### config.mk
export PLATFORM = sky130hd
export DESIGN_NAME = positional_insert_delete_array
export DESIGN_NICKNAME = d
export VERILOG_FILES = /design/src/sv/pida_pkg.sv /design/src/sv/pida_cell.sv /design/src/sv/pida_chain.sv /design/src/sv/positional_insert_delete_array.sv
export VERILOG_INCLUDE_DIRS = /design/src /design/src/sv
export SDC_FILE = /design/constraint.sdc
export NUM_CORES = 2
export LEC_CHECK = 0
export BUFFER_PORTS_ARGS = -buffer_cell sky130_fd_sc_hd__buf_2
export CAP_MARGIN = 10
export CORE_UTILIZATION = 45
export CTS_BUF_LIST = sky130_fd_sc_hd__clkbuf_4 sky130_fd_sc_hd__clkbuf_8
export CTS_CLUSTER_DIAMETER = 120
export DETAILED_ROUTE_END_ITERATION = 10
export SYNTH_ARGS = -nofsm -noshare
export SYNTH_HDL_FRONTEND = slang
export SYNTH_SLANG_ARGS = --single-unit
### constraint.sdc
create_clock -name clk -period 12.65 [get_ports clk]
set_input_delay 1.265 -clock clk [delete_from_list [all_inputs] [get_ports clk]]
set_output_delay 1.265 -clock clk [all_outputs]
set_load 0.03 [all_outputs]
### src/sv/positional_insert_delete_array_assert.svh
// assertion macros for the positional insert/delete array
`ifndef POSITIONAL_INSERT_DELETE_ARRAY_ASSERT_SVH
`define POSITIONAL_INSERT_DELETE_ARRAY_ASSERT_SVH

`ifndef NO_ASSERTIONS

// same-cycle implication
`define PIDA_ASSERT_NOW(lbl, ante, cons, msg) \
	lbl: assert property (@(posedge clk) disable iff (!arst_n) (ante) |-> (cons)) \
		else $error(msg);

// next-cycle implication
`define PIDA_ASSERT_NEXT(lbl, ante, cons, msg) \
	lbl: assert property (@(posedge clk) disable iff (!arst_n) (ante) |=> (cons)) \
		else $error(msg);

`else

`define PIDA_ASSERT_NOW(lbl, ante, cons, msg)
`define PIDA_ASSERT_NEXT(lbl, ante, cons, msg)

`endif

`endif

### src/sv/pida_pkg.sv
package pida_pkg;

	localparam int CAPACITY_DEF  = 32;
	localparam int WORD_BITS_DEF = 32;

	localparam int OPCODE_W     = 3;
	localparam int POSITION_W   = 6;
	localparam int ITEM_W       = 32;
	localparam int FILL_W       = 6;
	localparam int SLOT_W       = 5;

	localparam logic [OPCODE_W-1:0] OP_INS_FRONT = 3'd0;
	localparam logic [OPCODE_W-1:0] OP_INS_BACK  = 3'd1;
	localparam logic [OPCODE_W-1:0] OP_INS_AT    = 3'd2;
	localparam logic [OPCODE_W-1:0] OP_DEL_FRONT = 3'd3;
	localparam logic [OPCODE_W-1:0] OP_DEL_BACK  = 3'd4;
	localparam logic [OPCODE_W-1:0] OP_DEL_AT    = 3'd5;
	localparam logic [OPCODE_W-1:0] OP_DUMP      = 3'd6;

	// what every cell does at a clock edge
	typedef enum logic [1:0] {
		CM_HOLD = 2'd0,
		CM_INS  = 2'd1,
		CM_DEL  = 2'd2,
		CM_ROT  = 2'd3
	} cell_mode_t;

endpackage

### src/sv/pida_cell.sv
module pida_cell
	import pida_pkg::*;
#(
	parameter int INDEX     = 0,
	parameter int IDX_W     = 5,
	parameter int WORD_BITS = WORD_BITS_DEF
) (
	input  logic                 clk,
	input  cell_mode_t           mode,
	input  logic [IDX_W-1:0]     idx,
	input  logic [IDX_W-1:0]     top,
	input  logic [WORD_BITS-1:0] new_word,
	input  logic [WORD_BITS-1:0] left_word,
	input  logic [WORD_BITS-1:0] right_word,
	input  logic [WORD_BITS-1:0] head_word,
	output logic [WORD_BITS-1:0] word
);

	localparam logic [IDX_W-1:0] POS = IDX_W'(INDEX);

	logic [WORD_BITS-1:0] word_q;
	logic [WORD_BITS-1:0] word_d;

	always_comb begin
		word_d = word_q;
		case (mode)
			CM_INS: begin
				if (POS > idx) begin
					word_d = left_word;
				end else if (POS == idx) begin
					word_d = new_word;
				end
			end
			CM_DEL: begin
				if (POS >= idx) begin
					word_d = right_word;
				end
			end
			CM_ROT: begin
				// rotate the occupied part down, head wraps to the top slot
				if (POS == top) begin
					word_d = head_word;
				end else if (POS < top) begin
					word_d = right_word;
				end
			end
			default: begin
				word_d = word_q;
			end
		endcase
	end

	always_ff @(posedge clk) begin
		word_q <= word_d;
	end

	assign word = word_q;

endmodule

### src/sv/pida_chain.sv
module pida_chain
	import pida_pkg::*;
#(
	parameter int CAPACITY  = CAPACITY_DEF,
	parameter int WORD_BITS = WORD_BITS_DEF,
	parameter int IDX_W     = $clog2(CAPACITY)
) (
	input  logic                 clk,
	input  cell_mode_t           mode,
	input  logic [IDX_W-1:0]     idx,
	input  logic [IDX_W-1:0]     top,
	input  logic [WORD_BITS-1:0] new_word,
	output logic [WORD_BITS-1:0] head_word
);

	logic [WORD_BITS-1:0] words [CAPACITY];

	for (genvar g = 0; g < CAPACITY; g++) begin : g_cell
		logic [WORD_BITS-1:0] left_w;
		logic [WORD_BITS-1:0] right_w;

		if (g == 0) begin : g_first
			assign left_w = new_word;
		end else begin : g_mid_l
			assign left_w = words[g-1];
		end

		if (g == CAPACITY - 1) begin : g_last
			assign right_w = words[g];
		end else begin : g_mid_r
			assign right_w = words[g+1];
		end

		pida_cell #(
			.INDEX     (g),
			.IDX_W     (IDX_W),
			.WORD_BITS (WORD_BITS)
		) u_cell (
			.clk        (clk),
			.mode       (mode),
			.idx        (idx),
			.top        (top),
			.new_word   (new_word),
			.left_word  (left_w),
			.right_word (right_w),
			.head_word  (words[0]),
			.word       (words[g])
		);
	end

	assign head_word = words[0];

endmodule

### src/sv/positional_insert_delete_array.sv
// insert/remove: one result, registered, the cycle after the item is accepted
// insert/remove throughput: one item per cycle while rsp_free; cells from the position up shift
// dump of n elements: results are loaded from the dump state, one per cycle while rsp_free;
// the chain rotates once per result, no new item is taken until the last dump result is loaded
// reset clears the element count and control; stored words are not reset
`include "positional_insert_delete_array_assert.svh"

module positional_insert_delete_array
	import pida_pkg::*;
#(
	parameter int CAPACITY  = CAPACITY_DEF,
	parameter int WORD_BITS = WORD_BITS_DEF
) (
	input  logic                  clk,
	input  logic                  arst_n,
	input  logic                  cmd_valid,
	output logic                  cmd_ready,
	input  logic [OPCODE_W-1:0]   opcode,
	input  logic [POSITION_W-1:0] position,
	input  logic signed [ITEM_W-1:0] item_value,
	output logic                  rsp_valid,
	input  logic                  rsp_ready,
	output logic                  ok,
	output logic [FILL_W-1:0]     fill_count,
	output logic [SLOT_W-1:0]     slot,
	output logic signed [ITEM_W-1:0] slot_value,
	output logic                  last
);

	localparam int IDX_W = $clog2(CAPACITY);
	localparam int CNT_W = $clog2(CAPACITY + 1);
	localparam int CMP_W = (CNT_W > POSITION_W) ? CNT_W : POSITION_W;

	typedef enum logic [1:0] {
		ST_IDLE = 2'b01,
		ST_DUMP = 2'b10
	} state_t;

	state_t               state_q;
	logic [CNT_W-1:0]     count_q;
	logic [IDX_W-1:0]     dump_ptr_q;
	logic                 rsp_valid_q;
	logic                 ok_q;
	logic [FILL_W-1:0]    fill_q;
	logic [SLOT_W-1:0]    slot_q;
	logic [ITEM_W-1:0]    value_q;
	logic                 last_q;

	logic                 rsp_free;
	logic                 accept;
	logic                 rsp_load;
	logic                 dump_step;
	logic                 dump_last;
	logic [CMP_W-1:0]     pos_w;
	logic [CMP_W-1:0]     cnt_w;
	logic [CMP_W-1:0]     ins_pos;
	logic [CMP_W-1:0]     del_pos;
	logic                 ins_ok;
	logic                 del_ok;
	logic                 is_ins;
	logic                 is_del;
	logic                 op_ok;
	logic [CNT_W-1:0]     count_d;
	cell_mode_t           mode;
	logic [IDX_W-1:0]     idx;
	logic [IDX_W-1:0]     top;
	logic [WORD_BITS-1:0] new_word;
	logic [WORD_BITS-1:0] head_word;

	assign rsp_free  = !rsp_valid_q || rsp_ready;
	assign cmd_ready = (state_q == ST_IDLE) && rsp_free;
	assign accept    = cmd_valid && cmd_ready;
	assign top       = IDX_W'(count_q - CNT_W'(1));
	assign dump_step = (state_q == ST_DUMP) && rsp_free;
	assign dump_last = (dump_ptr_q == top);
	assign rsp_load  = (accept && (opcode != OP_DUMP)) || dump_step;

	assign pos_w    = CMP_W'(position);
	assign cnt_w    = CMP_W'(count_q);
	assign new_word = WORD_BITS'($unsigned(item_value));

	always_comb begin
		ins_pos = pos_w;
		del_pos = pos_w;
		is_ins  = 1'b0;
		is_del  = 1'b0;
		unique case (opcode) inside
			OP_INS_FRONT: begin
				ins_pos = '0;
				is_ins  = 1'b1;
			end
			OP_INS_BACK: begin
				ins_pos = cnt_w;
				is_ins  = 1'b1;
			end
			OP_INS_AT: begin
				is_ins = 1'b1;
			end
			OP_DEL_FRONT: begin
				del_pos = '0;
				is_del  = 1'b1;
			end
			OP_DEL_BACK: begin
				del_pos = cnt_w - CMP_W'(1);
				is_del  = 1'b1;
			end
			OP_DEL_AT: begin
				is_del = 1'b1;
			end
			default: begin
				is_ins = 1'b0;
			end
		endcase
	end

	assign ins_ok = is_ins && (count_q < CNT_W'(CAPACITY)) && (ins_pos <= cnt_w);
	assign del_ok = is_del && (count_q != '0) && (del_pos < cnt_w);
	assign op_ok  = ins_ok || del_ok;

	always_comb begin
		mode    = CM_HOLD;
		idx     = '0;
		count_d = count_q;
		if (accept && ins_ok) begin
			mode    = CM_INS;
			idx     = IDX_W'(ins_pos);
			count_d = count_q + CNT_W'(1);
		end else if (accept && del_ok) begin
			mode    = CM_DEL;
			idx     = IDX_W'(del_pos);
			count_d = count_q - CNT_W'(1);
		end else if (dump_step) begin
			mode = CM_ROT;
		end
	end

	pida_chain #(
		.CAPACITY  (CAPACITY),
		.WORD_BITS (WORD_BITS),
		.IDX_W     (IDX_W)
	) u_chain (
		.clk       (clk),
		.mode      (mode),
		.idx       (idx),
		.top       (top),
		.new_word  (new_word),
		.head_word (head_word)
	);

	always_ff @(posedge clk or negedge arst_n) begin
		if (!arst_n) begin
			state_q     <= ST_IDLE;
			count_q     <= '0;
			dump_ptr_q  <= '0;
			rsp_valid_q <= 1'b0;
		end else begin
			count_q     <= count_d;
			rsp_valid_q <= rsp_load || (rsp_valid_q && !rsp_ready);
			unique case (state_q)
				ST_IDLE: begin
					if (accept && (opcode == OP_DUMP) && (count_q != '0)) begin
						state_q    <= ST_DUMP;
						dump_ptr_q <= '0;
					end
				end
				ST_DUMP: begin
					if (rsp_free) begin
						dump_ptr_q <= dump_ptr_q + IDX_W'(1);
						if (dump_last) begin
							state_q <= ST_IDLE;
						end
					end
				end
				default: begin
					state_q <= ST_IDLE;
				end
			endcase
		end
	end

	always_ff @(posedge clk) begin
		if (accept && (opcode != OP_DUMP)) begin
			ok_q    <= op_ok;
			fill_q  <= FILL_W'(count_d);
			slot_q  <= '0;
			value_q <= '0;
			last_q  <= 1'b1;
		end else if (dump_step) begin
			ok_q    <= 1'b1;
			fill_q  <= FILL_W'(count_q);
			slot_q  <= SLOT_W'(dump_ptr_q);
			value_q <= ITEM_W'($signed(head_word));
			last_q  <= dump_last;
		end
	end

	assign rsp_valid  = rsp_valid_q;
	assign ok         = ok_q;
	assign fill_count = fill_q;
	assign slot       = slot_q;
	assign slot_value = value_q;
	assign last       = last_q;

	`PIDA_ASSERT_NOW(a_count_cap, 1'b1, count_q <= CNT_W'(CAPACITY), "count above capacity")
	`PIDA_ASSERT_NOW(a_no_cmd_in_dump, state_q == ST_DUMP, !cmd_ready, "item taken during dump")
	`PIDA_ASSERT_NEXT(a_dump_ends, dump_step && dump_last, state_q == ST_IDLE, "dump did not end")
	`PIDA_ASSERT_NEXT(a_dump_count, state_q == ST_DUMP, $stable(count_q), "count moved in dump")
	`PIDA_ASSERT_NEXT(a_empty_dump, accept && (opcode == OP_DUMP) && (count_q == '0), !rsp_valid_q, "empty dump gave a result")

endmodule

Word level (Yosys, flattened, before mapping)
Index checks and enable logic that the tools add are counted.
{"block": "totals", "output_inout_bits": 47, "input_bits": 45, "reg_bits": 1083}
{"block": "op_classes", "n_addsub": 3, "reduce_logical": 63, "mux": 212, "n_eq_ne": 174, "magnitude_cmp": 97}
{"operator": "two-way mux 32 bit", "count": 158}
{"operator": "one-hot mux 32 bit (3 select lines)", "count": 31}
{"operator": "!= test 3 bit, second input constant", "count": 63}
{"operator": "== test 5 bit, first input constant", "count": 32}
{"operator": "AND reduction 4 bit", "count": 30}
{"operator": "== test 4 x 5 -> 1 bit, first input constant", "count": 16}
{"operator": "greater-than comparator 5 bit, first input constant", "count": 16}
{"operator": "greater-or-equal comparator 5 bit, first input constant", "count": 15}
{"operator": "< comparator 5 bit, first input constant", "count": 15}
{"operator": "!= test 2 bit, second input constant", "count": 36}
{"operator": "one-hot mux 32 bit (2 select lines)", "count": 1}
{"operator": "== test 3 x 5 -> 1 bit, first input constant", "count": 8}
{"operator": "greater-or-equal comparator 4 x 5 -> 1 bit, first input constant", "count": 8}
{"operator": "greater-than comparator 4 x 5 -> 1 bit, first input constant", "count": 8}
{"operator": "< comparator 4 x 5 -> 1 bit, first input constant", "count": 8}
{"operator": "two-way mux 6 bit", "count": 4}
{"operator": "one-hot mux 6 bit (2 select lines)", "count": 2}
{"operator": "== test 2 x 5 -> 1 bit, first input constant", "count": 4}
{"operator": "greater-or-equal comparator 3 x 5 -> 1 bit, first input constant", "count": 4}
{"operator": "greater-than comparator 3 x 5 -> 1 bit, first input constant", "count": 4}
{"operator": "< comparator 3 x 5 -> 1 bit, first input constant", "count": 4}
{"operator": "two-way mux 5 bit", "count": 4}
{"operator": "logical AND 1 bit", "count": 13}
{"operator": "two-way mux 2 bit", "count": 6}
{"operator": "33 further kinds", "count": 59}

Depth between registers and ports, before layout
{"block": "logic_depth", "depth_word": 12, "ltp_mapped": 20, "depth_no_buf": 14}

Modules after synthesis
Synthesis repeated with hierarchy kept, for this count alone.
{"block": "unflattened", "cells_unflattened": 7365, "hier_area_um2": 78116.2}
{"module": "pida_cell at u_chain.g_cell[27].u_cell", "seq_area_each_um2": 960.9, "area_each_um2": 3148.0, "n_inst": 1, "cells_each": 278}
{"module": "positional_insert_delete_array", "seq_area_each_um2": 1322.5, "area_each_um2": 3036.7, "n_inst": 1, "cells_each": 364}
{"module": "pida_cell at u_chain.g_cell[13].u_cell", "seq_area_each_um2": 960.9, "area_each_um2": 3004.1, "n_inst": 1, "cells_each": 275}
{"module": "pida_cell at u_chain.g_cell[15].u_cell", "seq_area_each_um2": 960.9, "area_each_um2": 2936.6, "n_inst": 1, "cells_each": 268}
{"module": "pida_cell at u_chain.g_cell[17].u_cell", "seq_area_each_um2": 960.9, "area_each_um2": 2813.9, "n_inst": 1, "cells_each": 269}
{"module": "pida_cell at u_chain.g_cell[30].u_cell", "seq_area_each_um2": 960.9, "area_each_um2": 2701.3, "n_inst": 1, "cells_each": 228}
{"module": "pida_cell at u_chain.g_cell[1].u_cell", "seq_area_each_um2": 960.9, "area_each_um2": 2698.8, "n_inst": 1, "cells_each": 277}
{"module": "pida_cell at u_chain.g_cell[26].u_cell", "seq_area_each_um2": 960.9, "area_each_um2": 2575.0, "n_inst": 1, "cells_each": 227}
{"module": "pida_cell at u_chain.g_cell[14].u_cell", "seq_area_each_um2": 960.9, "area_each_um2": 2563.7, "n_inst": 1, "cells_each": 268}
{"module": "pida_cell at u_chain.g_cell[29].u_cell", "seq_area_each_um2": 960.9, "area_each_um2": 2551.2, "n_inst": 1, "cells_each": 269}
{"module": "pida_cell at u_chain.g_cell[3].u_cell", "seq_area_each_um2": 960.9, "area_each_um2": 2488.6, "n_inst": 1, "cells_each": 261}
{"module": "pida_cell at u_chain.g_cell[18].u_cell", "seq_area_each_um2": 960.9, "area_each_um2": 2486.1, "n_inst": 1, "cells_each": 271}
{"module": "pida_cell at u_chain.g_cell[4].u_cell", "seq_area_each_um2": 960.9, "area_each_um2": 2421.1, "n_inst": 1, "cells_each": 224}
{"module": "pida_cell at u_chain.g_cell[28].u_cell", "seq_area_each_um2": 960.9, "area_each_um2": 2338.5, "n_inst": 1, "cells_each": 224}
{"module": "19 more rows"}

Worst setup path before layout
Ideal clock, no wire load.
{"block": "synth_path", "path_type": "input-to-reg", "from": "input port opcode[1]", "to": "register u_chain.g_cell[0].u_cell.word_q[0] (enable)", "path_stages": 14, "setup_ps": 475, "t_required_ps": 12175, "t_arrival_ps": 6591, "setup_slack_ps": 5585, "cell_sequence": "buf_6 or2_1 buf_4 o21ai_0 ha_1 and4_1 nand3_1 o31ai_4 a32oi_2 o21ai_2 or4_1 buf_2 buf_6 a221oi_1"}
{"block": "synth_via", "elab_chain_cells": 11, "word_cells_on_any_way": 36, "cone_classes": "order compare: 4; eq/ne: 12; mux: 8; reduce/logical: 12"}
{"element": "start: declaration", "line_no": "positional_insert_delete_array.sv:18", "text": "input logic [OPCODE_W-1:0] opcode,"}
{"element": "parallel branches: the longest is 10 deep, another holds < comparator 6 bit"}
{"element": "AND reduction 5 bit (no source line) (*)"}
{"element": "end signal: assignment", "line_no": "pida_cell.sv:54", "text": "word_q <= word_d;"}
{"element": "end: declaration", "line_no": "pida_cell.sv:21", "text": "logic [WORD_BITS-1:0] word_q;"}
Mark *: on every way between the ends.
A chain may end at the register's enable or synchronous reset.

Final worst setup path
{"block": "layout_path", "from": "register count_q[1], in the netlist cnt_w[1]", "to": "register u_chain.g_cell[0].u_cell.word_q[13] (enable)"}
{"block": "layout_via", "elab_chain_cells": 10, "word_cells_on_any_way": 31, "cone_classes": "add/sub: 1; order compare: 6; eq/ne: 7; mux: 6; reduce/logical: 11"}
{"element": "start: declaration", "line_no": "positional_insert_delete_array.sv:40", "text": "logic [CNT_W-1:0] count_q;"}
{"element": "start signal: assignment", "line_no": "positional_insert_delete_array.sv:157", "text": "count_q <= count_d;"}
{"element": "subtractor 6 x 1 -> 6 bit", "line_no": "positional_insert_delete_array.sv:104", "text": "del_pos = cnt_w - CMP_W'(1);"}
{"element": "one-hot mux 6 bit (2 select lines)", "line_no": "positional_insert_delete_array.sv:87", "text": "unique case (opcode) inside"}
{"element": "< comparator 6 bit", "line_no": "positional_insert_delete_array.sv:117", "text": "assign del_ok = is_del && (count_q != '0) && (del_pos < cnt_w);"}
{"element": "logical AND 1 bit", "line_no": "positional_insert_delete_array.sv:117"}
{"element": "logical AND 1 bit", "line_no": "positional_insert_delete_array.sv:128", "text": "end else if (accept && del_ok) begin"}
{"element": "two-way mux 5 bit / two-way mux 2 bit (equally long branches)", "line_no": "positional_insert_delete_array.sv:128"}
{"element": "two-way mux 5 bit / two-way mux 2 bit (equally long branches)", "line_no": "positional_insert_delete_array.sv:124", "text": "if (accept && ins_ok) begin"}
{"element": "greater-than comparator 1 x 5 -> 1 bit, or another cell as far along", "line_no": "pida_cell.sv:28", "text": "if (POS > idx) begin"}
{"element": "!= test 3 bit (no source line), or another cell as far along"}
{"element": "AND reduction 5 bit (no source line) (*)"}
Every way passes the cells marked *; elsewhere a longest branch is shown, timed or not.

==> flow_summary_export.csv <==
group,metric,value,unit
synthesis,yosys_warnings,0,
synthesis,synth_seq_cells,1083,
floorplan,num_rows,133,
critical_path,reg2reg_to,"u_chain.g_cell[0].u_cell.word[13]",
clocking,cts_setup_buffers,0,
cells_and_area,mostFrequentLayoutCell,"edfxtp_1",
clocking,h-tree-depth,4,
critical_path,crit_top_cell,"buf_4",
floorplan,start_util,45.5,%
synthesis,synth_compound_area_share,22.4,%
synthesis,synthMuxAreaShare,10.6,%
timing,finClkSkew,0.0478,ns
timing,fin_crit,7.12,ns
floorplan,die_area,135000,um2
routing,wire_per_inst,39.1,um
global_route,overflow,0,
synthesis,synth_fp_nets,5506,
cells_and_area,drive_above_1_share,13.2,%
critical_path,r2r_cells,14,
min_path,hold_path_class,"in -> async",
critical_path,critPathMaxFanout,33,
floorplan,die_w,367,um
timing,hold_viol,0,
global_route,grt_max_degree,206,
floorplan,io_pins,92,
floorplan,fp.dieH,367,um
timing,post-route-period-util,56.2,%
clocking,path_clk_slew,0.07,ns
routing,wl,279000,um
power,leakage,22.2,nW
critical_path,crit_family,"compound AO/OA/AOI/OAI gates",
clocking,cts_max_path_buffers,3,
routing,drc,0,
global_route,antenna_found_initial,10,
global_route,grt_pass1_vias,50854,
synthesis,synthFlopType,"edfxtp_1",
timing,hold_slack,0.220,ns
cells_and_area,nets,5298,
timing,drv_slew,0,
routing,drt_iter0_markers,9609,
timing,slew_headroom,8.79,%
routing,vias,53861,
clocking,numCtsBuffers,184,
critical_path,reg2reg_from,"cnt_w[1]",
synthesis,synth_xor_area_share,0.319,%
critical_path,crit_chain,"inv_1 > ha_1 > a311oi_2 > ha_1 > and3_1 > a211oi_1 > o2111a_2 > a32oi_1 > nor2_4 > buf_4 > or4_2 > buf_4 > a221oi_4 > buf_4",
clocking,cts_tree,"built",
synthesis,synth_cell_type_count,82,
critical_path,worst_setup_path_start_kind,"flop",
clocking,clock_sinks,1083,
synthesis,syn_avg_cell_area,11.0,um2
critical_path,rrSetupSlack,5.53,ns
timing,rsz0062_at_grt,"no",
critical_path,worstPathArrival,7.70,ns
critical_path,slowest_stage,"a221oi_4",
floorplan,coreArea,132000,um2
synthesis,synth_top_family_by_area,"compound AO/OA/AOI/OAI gates",
cells_and_area,area_delta_synth_final,9.30,%
routing,ant_nets,0,
placed_design,dp_hpwl,159000,um
clocking,clk_latency,0.96,ns
critical_path,cp.required,13.23,ns
status,status,"finished clean",
cells_and_area,most-common-layout-cells,"edfxtp_1 (1031), mux2i_1 (636), a22oi_1 (574)",
synthesis,syn_area,60000,um2
synthesis,synth-edff-count,1031,
clocking,root_buffer,"clkbuf_8",
routing,viasPerCell,7.56,
timing,worst_pin_slew,1.36,ns
critical_path,end_kind,"flop",
synthesis,synth_simple_gate_area_share,8.16,%
power,ir_worst_vdd,0.139,mV
routing,first_pass_iters,9,
clocking,cts_resized,0,
timing,setup_viol,0,
global_route,grt_pass1_wl,386000,um
timing,max_freq,0.141,GHz
timing,setup_tns,0,ns
power,p_per_area,187,nW/um2
synthesis,synthArstFlopShare,1.29,%
placed_design,port-buffer-count,91,
critical_path,slowest_delay,0.93,ns
critical_path,cp_num_buf_inv,4,
global_route,track_usage,40.0,%
job,max-cap-violations,0,
critical_path,critical_path_class,"reg -> reg",
synthesis,synthAdderAreaFrac,0.355,%
synthesis,seq_area_frac_synth,53.5,%
placed_design,gp_congestion,0.966,
synthesis,synthCells,5444,
clocking,cts_hold_buf,0,
synth_stat cells, types with 5 or more instances:
master | count | area, um2
buf_2 | 57 | 285
nor2_1 | 131 | 492
buf_1 | 37 | 139
a21oi_2 | 5 | 43.8
nor2b_1 | 7 | 43.8
and3_1 | 29 | 181
buf_4 | 43 | 323
a221o_1 | 65 | 651
nor3_4 | 5 | 81.3
a21boi_0 | 7 | 52.6
inv_1 | 14 | 52.6
o21ai_1 | 54 | 270
nand2_1 | 600 | 2250
a21oi_1 | 162 | 811
xnor2_1 | 16 | 140
clkbuf_1 | 502 | 1880
buf_6 | 14 | 158
edfxtp_1 | 1031 | 31000
nor3_1 | 19 | 95.1
ha_1 | 17 | 213
mux2i_1 | 636 | 6370
dfrtp_1 | 13 | 325
and2_1 | 10 | 62.6
a21o_1 | 6 | 45.0
o22ai_1 | 34 | 213
dfxtp_1 | 38 | 761
a211oi_1 | 5 | 37.5
a22oi_1 | 575 | 4320
o21ai_0 | 402 | 2010
nand3_1 | 277 | 1390
o211ai_1 | 266 | 2000
o221ai_1 | 258 | 2260
a221oi_1 | 32 | 280
layer usage:
layer	share of wire (%)	global-route usage [%]	up-vias
li1	-	-	21118
met1	36	51.2	26622
met2	40	54.7	5164
met3	17	18.0	945
met4	6.9	24.5	12
met5	0.13	2.10	-
area by class of cell:
cell class	count	area (um2)
Inverter	14	52.6
Fill cell	11884	66200
Tap cell	1755	2200
Multi-Input combinational cell	3694	25900
Antenna cell	6	15.0
Clock inverter	51	325
Clock buffer	266	3230
Sequential cell	1083	32100
Timing Repair Buffer	259	1760
worst max path at each step:
stage | start | to | cells after the start
floorplan | opcode[1] | u_chain.g_cell[0].u_cell.word[0] | 14
global placement | opcode[0] | u_chain.g_cell[16].u_cell.word[12] | 14
detailed placement | opcode[0] | u_chain.g_cell[16].u_cell.word[16] | 14
CTS | cnt_w[1] | u_chain.g_cell[0].u_cell.word[14] | 14
global route | cnt_w[1] | u_chain.g_cell[16].u_cell.word[16] | 15
finish | cnt_w[1] | u_chain.g_cell[0].u_cell.word[13] | 14
metrics by stage:
| step | power [W] | area [um2] | util (%) | cells | setup WS, ns |
|---|---|---|---|---|---|
| final | 0.0122 | 65600 | 49.8 | 7128 | 5.53 |
| after global routing | 0.0124 | 65600 | 49.8 | 7126 | 5.42 |
| after CTS | 0.0120 | 65500 | 49.7 | 7120 | 5.75 |
| after detailed placement | 0.00877 | 62000 | 47.0 | 6803 | 5.38 |
| after global placement | 0.00872 | 62000 | 47.0 | 6803 | 5.43 |
| after floorplan | 0.00720 | 60000 | - | 5444 | 5.58 |
state kept, by name, summed over array words and instances (netlist names):
name                        flops
u_chain.g_cell.u_cell.word   1024
slot_value                     32
cnt_w                           6
fill_count                      6
dump_ptr_q                      5
slot                            5
state_q                         2
last                            1
ok                              1
rsp_valid                       1
where the power goes:
part	switching (W)	internal (W)
Clock	0.00158	0.00167
Sequential	0.000343	0.00479
Combinational	0.00286	0.000999
Total	0.00478	0.00746
cell families (layout without fill, tap and decap cells):
group / Yosys count / in the layout
simple gates: 1112 / 1112
other cells: 0 / 6
fa+ha+maj: 17 / 17
mux: 636 / 636
buf+inv: 667 / 590
flops: 1083 / 1083
xor+xnor: 21 / 21
compound gates: 1908 / 1908
Power figures use the tool's default switching activity.
